==> src/rtl/scsb_pkg.sv <==
`default_nettype none

package scsb_pkg;

    // Defaults for the top-level parameters
    localparam int unsigned DEF_SCREEN_WIDTH    = 1024;
    localparam int unsigned DEF_SCREEN_HEIGHT   = 768;
    localparam int unsigned DEF_SPRITE_MAX_SIDE = 64;

    // Field widths
    localparam int unsigned SIDE_W   = 7;   // sprite_width, sprite_height
    localparam int unsigned DIM_W    = 10;  // out_width, out_height, origin_row, col, row
    localparam int unsigned TIDX_W   = 12;  // texel_index
    localparam int unsigned COLOR_W  = 32;
    localparam int unsigned ADDR_W   = 20;  // dest_address
    localparam int unsigned STATUS_W = 2;
    localparam int unsigned CFG_IDX_W  = 3;
    localparam int unsigned CFG_DATA_W = 32;

    // The quotient stays below sprite_width, so it fits the sprite side width
    localparam int unsigned QW    = SIDE_W;
    localparam int unsigned NUM_W = DIM_W + SIDE_W;   // col * sprite_width
    // Store index: covers a loaded index, a sampled index and the deepest store
    localparam int unsigned IDX_W = 17;

    localparam logic OP_LOAD = 1'b0;
    localparam logic OP_DRAW = 1'b1;

    localparam logic [STATUS_W-1:0] ST_OK      = 2'd0;
    localparam logic [STATUS_W-1:0] ST_LOAD    = 2'd1;
    localparam logic [STATUS_W-1:0] ST_REFUSED = 2'd2;

    localparam logic [CFG_IDX_W-1:0] CFG_SPRITE_WIDTH  = 3'd0;
    localparam logic [CFG_IDX_W-1:0] CFG_SPRITE_HEIGHT = 3'd1;
    localparam logic [CFG_IDX_W-1:0] CFG_OUT_WIDTH     = 3'd2;
    localparam logic [CFG_IDX_W-1:0] CFG_OUT_HEIGHT    = 3'd3;
    localparam logic [CFG_IDX_W-1:0] CFG_ORIGIN_ROW    = 3'd4;
    localparam logic [CFG_IDX_W-1:0] CFG_KEY_COLOR     = 3'd5;
    localparam logic [CFG_IDX_W-1:0] CFG_DRAW_ENABLE   = 3'd6;

    // What an item carries alongside the division
    typedef struct packed {
        logic               op;
        logic               ok;
        logic [TIDX_W-1:0]  tex_index;
        logic [COLOR_W-1:0] tex_color;
        logic [ADDR_W-1:0]  dest_addr;
    } t_side;

    // Partial state of the two dividers plus the item
    typedef struct packed {
        logic [NUM_W-1:0] rem_x;
        logic [NUM_W-1:0] rem_y;
        logic [QW-1:0]    q_x;
        logic [QW-1:0]    q_y;
        t_side            side;
    } t_div;

endpackage

`default_nettype wire

==> src/rtl/scsb_div_step.sv <==
`default_nettype none

// One restoring step of both dividers: settle quotient bit BIT.
module scsb_div_step import scsb_pkg::*; #(
    parameter int unsigned BIT = 0
) (
    input  wire logic             i_clk,
    input  wire logic             i_rst_n,
    input  wire logic             i_adv,
    input  wire logic             i_valid,
    input  wire t_div             i_data,
    input  wire logic [DIM_W-1:0] i_div_x,
    input  wire logic [DIM_W-1:0] i_div_y,
    output logic                  o_valid,
    output t_div                  o_data
);

    logic [NUM_W-1:0] w_sub_x;
    logic [NUM_W-1:0] w_sub_y;
    t_div             n_data;
    logic             r_valid;
    t_div             r_data;

    assign w_sub_x = NUM_W'(i_div_x) << BIT;
    assign w_sub_y = NUM_W'(i_div_y) << BIT;

    always_comb begin
        n_data = i_data;
        if (i_data.rem_x >= w_sub_x) begin
            n_data.rem_x  = i_data.rem_x - w_sub_x;
            n_data.q_x[BIT] = 1'b1;
        end
        if (i_data.rem_y >= w_sub_y) begin
            n_data.rem_y  = i_data.rem_y - w_sub_y;
            n_data.q_y[BIT] = 1'b1;
        end
    end

    always_ff @(posedge i_clk) begin
        if (!i_rst_n) begin
            r_valid <= 1'b0;
        end else if (i_adv) begin
            r_valid <= i_valid;
        end
    end

    always_ff @(posedge i_clk) begin
        if (i_adv) begin
            r_data <= n_data;
        end
    end

    assign o_valid = r_valid;
    assign o_data  = r_data;

endmodule

`default_nettype wire

==> config.mk <==
export PLATFORM = sky130hd
export DESIGN_NAME = scsb_div_step
export DESIGN_NICKNAME = d
export VERILOG_FILES = /design/src/rtl/scsb_pkg.sv /design/src/rtl/scsb_div_step.sv
export SDC_FILE = /design/constraint.sdc
export NUM_CORES = 1
export LEC_CHECK = 0
export BUFFER_PORTS_ARGS = -buffer_cell sky130_fd_sc_hd__buf_2
export CORE_UTILIZATION = 46
export CTS_CLUSTER_SIZE = 24
export DETAILED_ROUTE_END_ITERATION = 16
export GPL_TIMING_DRIVEN = 0
export PLACE_DENSITY = 0.8
export SLEW_MARGIN = 20
export SYNTH_ARGS = -nofsm -noshare
export SYNTH_HDL_FRONTEND = slang
export SYNTH_SLANG_ARGS = --single-unit
==> constraint.sdc <==
create_clock -name i_clk -period 3.2 [get_ports i_clk]
set_input_delay 0.64 -clock i_clk [delete_from_list [all_inputs] [get_ports i_clk]]
set_output_delay 0.64 -clock i_clk [all_outputs]
set_load 0.005 [all_outputs]
==> summary.txt <==
Synthesis
  – Post-Syn Instances: between 300 and 400
  – Mapped Area: 0.005199 mm2
  – Largest cells by area after synthesis: edfxtp_1, ha_1, nor2_1
  – Netlist cell types: 57
  – Sequential element share of the synthesized area: 0.6623
  – Post-synth top area share: 0.6585
  – Syn nets: approximately 520
  – Synthesized area per cell: roughly 14 um2
  – EDFF count, synth: 114
  – Async set-or-reset flop fraction in the synthesized netlist: 0
  – Commonest cells post-synth: edfxtp_1, nor2_1, inv_1, ha_1, a21oi_1
  – Seq cells post-synth: about 120
  – Cell with the most instances after synthesis: edfxtp_1
  – Cell accounting for the most synthesized area: edfxtp_1
  – Top_reg_cell synth: edfxtp_1
  – YS warnings: 0

Die
  – IO Pins: approximately 250
  – Die footprint: about 0.012 mm2
  – DIE HEIGHT: between 100 and 150 um
  – Starting density of the core: 0.4754
  – Number of core rows: 38
  – Die X: between 100 and 150 um
  – Core Area: between 0.01 and 0.015 mm2

Clocking
  – Num CTS Buffers: 17
  – H-tree depth: 4
  – CTS Hold Buffers Added: 0
  – Clock Tree Root: clkbuf_16
  – Worst-path clk slew: about 0.060 ns
  – CTS tree: built
  – Clk_lat worst skew: ~0.4 ns
  – Post-CTS sizing: 0
  – Clock Path Buffers: 2
  – # Post-CTS Setup Buffers: 0
  – CTS sink cnt: 115

STA
  – RSZ-0062 raised after global routing: no
  – Worst hold margin: between 0.4 and 0.5 ns
  – Final Worst Setup Slack: 0.7842 ns
  – Clock Skew: 0 ns
  – Final Setup Violations: 0
  – Final number of max-transition violations: 0
  – Minimum clock period: roughly 2.4 ns
  – Final Hold Viols: 0
  – Setup TNS Final: 0 ns
  – Achievable Freq: 0.4139 GHz
  – Rel. slew slack: 0.6188
  – Final period utilization: 0.7549
  – Worst-margin pin slew: ~0.57 ns

Route
  – WL/cell: around 18 um
  – Vias per cell: 5.182
  – Drt initial violations: between 200 and 300
  – Routed WL: 14000 um
  – # DRC: 0
  – 1st-pass router iterations: 5
  – DR vias: about 4100
  – Final ANT Viol Nets: 0

Global route
  – All-layer global routing usage: 0.2354
  – First-pass GRT wire length: 20300 um
  – Initial antenna violation count: 0
  – Largest net degree at the start of global routing: just over 90
  – Gr ovfl total: 0
  – Number of global-route vias before repair: about 3900

Placement
  – Dpl ws: roughly 0.40 ns
  – IO Port Bufs: 252
  – Post-Place Cell Area: about 0.0067 mm2
  – Final HPWL DP: between 10000 and 15000 um
  – Routability cong.: about 0.86

Cells and area
  – Final Cell Area: between 0.007 and 0.008 mm2
  – Fillers: slightly below 800
  – Area Growth Syn to Fin: 40.36%
  – Layout cell share with drive strength beyond 1: 0.4783
  – Final Core Density: 0.6673
  – # diodes: 0
  – Nets: between 700 and 800

Worst setup path
  – Setup crit start kind: primary input
  – CP Max Fanout: 4
  – WP data required: between 3 and 4 ns
  – Worst path arrival time: about 2.6 ns
  – Crit. End Element: flop
  – Crit path kind: primary input to flop

Min path
  – Min-Delay Path Class: primary input to flop

Power and ir drop
  – Leak: between 3 and 4 nW
  – Pwr dens: between 600 and 700 mW/mm2
  – Maximum vdd drop: just over 400 uV

Run
  – Max cap viols: 0

Run status
  – Status: completed
cells in the final DEF (no fill, tap or decap), types with 3 or more instances in the layout:
| cell | netlist | final |
|---|---|---|
| inv_1 | 26 | 26 |
| a21oi_1 | 18 | 18 |
| nor3_1 | 7 | 7 |
| ha_1 | 20 | 20 |
| and3_1 | 3 | 3 |
| nor2_1 | 30 | 30 |
| xor2_1 | 11 | 11 |
| or2_1 | 3 | 3 |
| or3_1 | 3 | 3 |
| buf_6 | 3 | 4 |
| mux2i_1 | 4 | 4 |
| nand3_1 | 10 | 10 |
| clkinv_4 | 0 | 3 |
| inv_6 | 0 | 4 |
| o21a_1 | 7 | 7 |
| nand4_1 | 3 | 3 |
| a21o_1 | 5 | 5 |
| xnor2_1 | 10 | 10 |
| buf_2 | 2 | 253 |
| nor2b_1 | 8 | 8 |
| nand2_1 | 11 | 11 |
| and2_1 | 3 | 3 |
| o21ai_0 | 7 | 7 |
| edfxtp_1 | 114 | 114 |
| nand3b_1 | 4 | 4 |
| clkbuf_16 | 0 | 17 |
| bufinv_16 | 0 | 4 |
| o31a_1 | 3 | 3 |
critical path, cell delays in order:
cell     delay, ns
buf_2         0.09
inv_1         0.04
ha_1          0.21
fa_1          0.42
nor2b_1       0.17
o31a_1        0.20
o211a_1       0.21
o22ai_2       0.12
and2_1        0.23
a22o_1        0.24
state kept, by name, summed over array words and instances (netlist names):
name	flops
o_data	114
o_valid	1
power by group:
| group | internal, mW | switching [mW] |
|---|---|---|
| registers | 1.83 | 0.0349 |
| logic | 0.289 | 0.314 |
| clock network | 1.31 | 0.680 |
| total | 3.43 | 1.03 |
cells by family after synthesis:
family / Yosys count / synth area share
DFF: 115 / 0.6623
AOI/OAI and AO/OA: 66 / 0.09410
and+or+nand+nor: 94 / 0.1045
xor gates and xnor gates: 21 / 0.03538
muxes: 9 / 0.01925
buffers and inverters: 32 / 0.02864
adders and majority gates: 22 / 0.05584
path summary, 6_finish.rpt:
check	start	endpoint	slack, ns	cells past startpoint
min reg2reg	o_valid$_SDFFE_PN0P_	o_valid$_SDFFE_PN0P_	0.60	2
min	i_data[39]	o_data[39]$_DFFE_PP_	0.41	1
max reg2reg	o_valid$_SDFFE_PN0P_	o_valid$_SDFFE_PN0P_	2.54	2
max	i_data[80]	o_data[92]$_DFFE_PP_	0.78	10
per-stage QoR:
step                      instances  power [mW]
after floorplan                 359       2.161
after global placement          751       2.463
after detailed placement        752       2.492
after CTS                       784       4.484
after global routing            784       4.607
final                           784       4.454
layout make-up:
class / instances / area (um2) / area share
plain buffers: 6 / 51.30 / 0.007030
clock buffers: 17 / 425.4 / 0.05830
clock inverters: 15 / 202.7 / 0.02778
inverters: 26 / 97.59 / 0.01337
multi-input cells: 212 / 1607 / 0.2202
flip-flops and latches: 115 / 3443 / 0.4719
well taps: 140 / 175.2 / 0.02401
repair buffers: 253 / 1295 / 0.1775
layer usage:
layer	track usage	up-vias	routed length [um]	part of all wire
met5	0	-	0	0
met4	0.08784	0	340	0.024
met3	0.06209	24	969	0.069
met2	0.4199	183	7261	0.52
met1	0.2698	1953	5423	0.39
li1	-	1903	-	-
(Power assumes the default switching activity.)
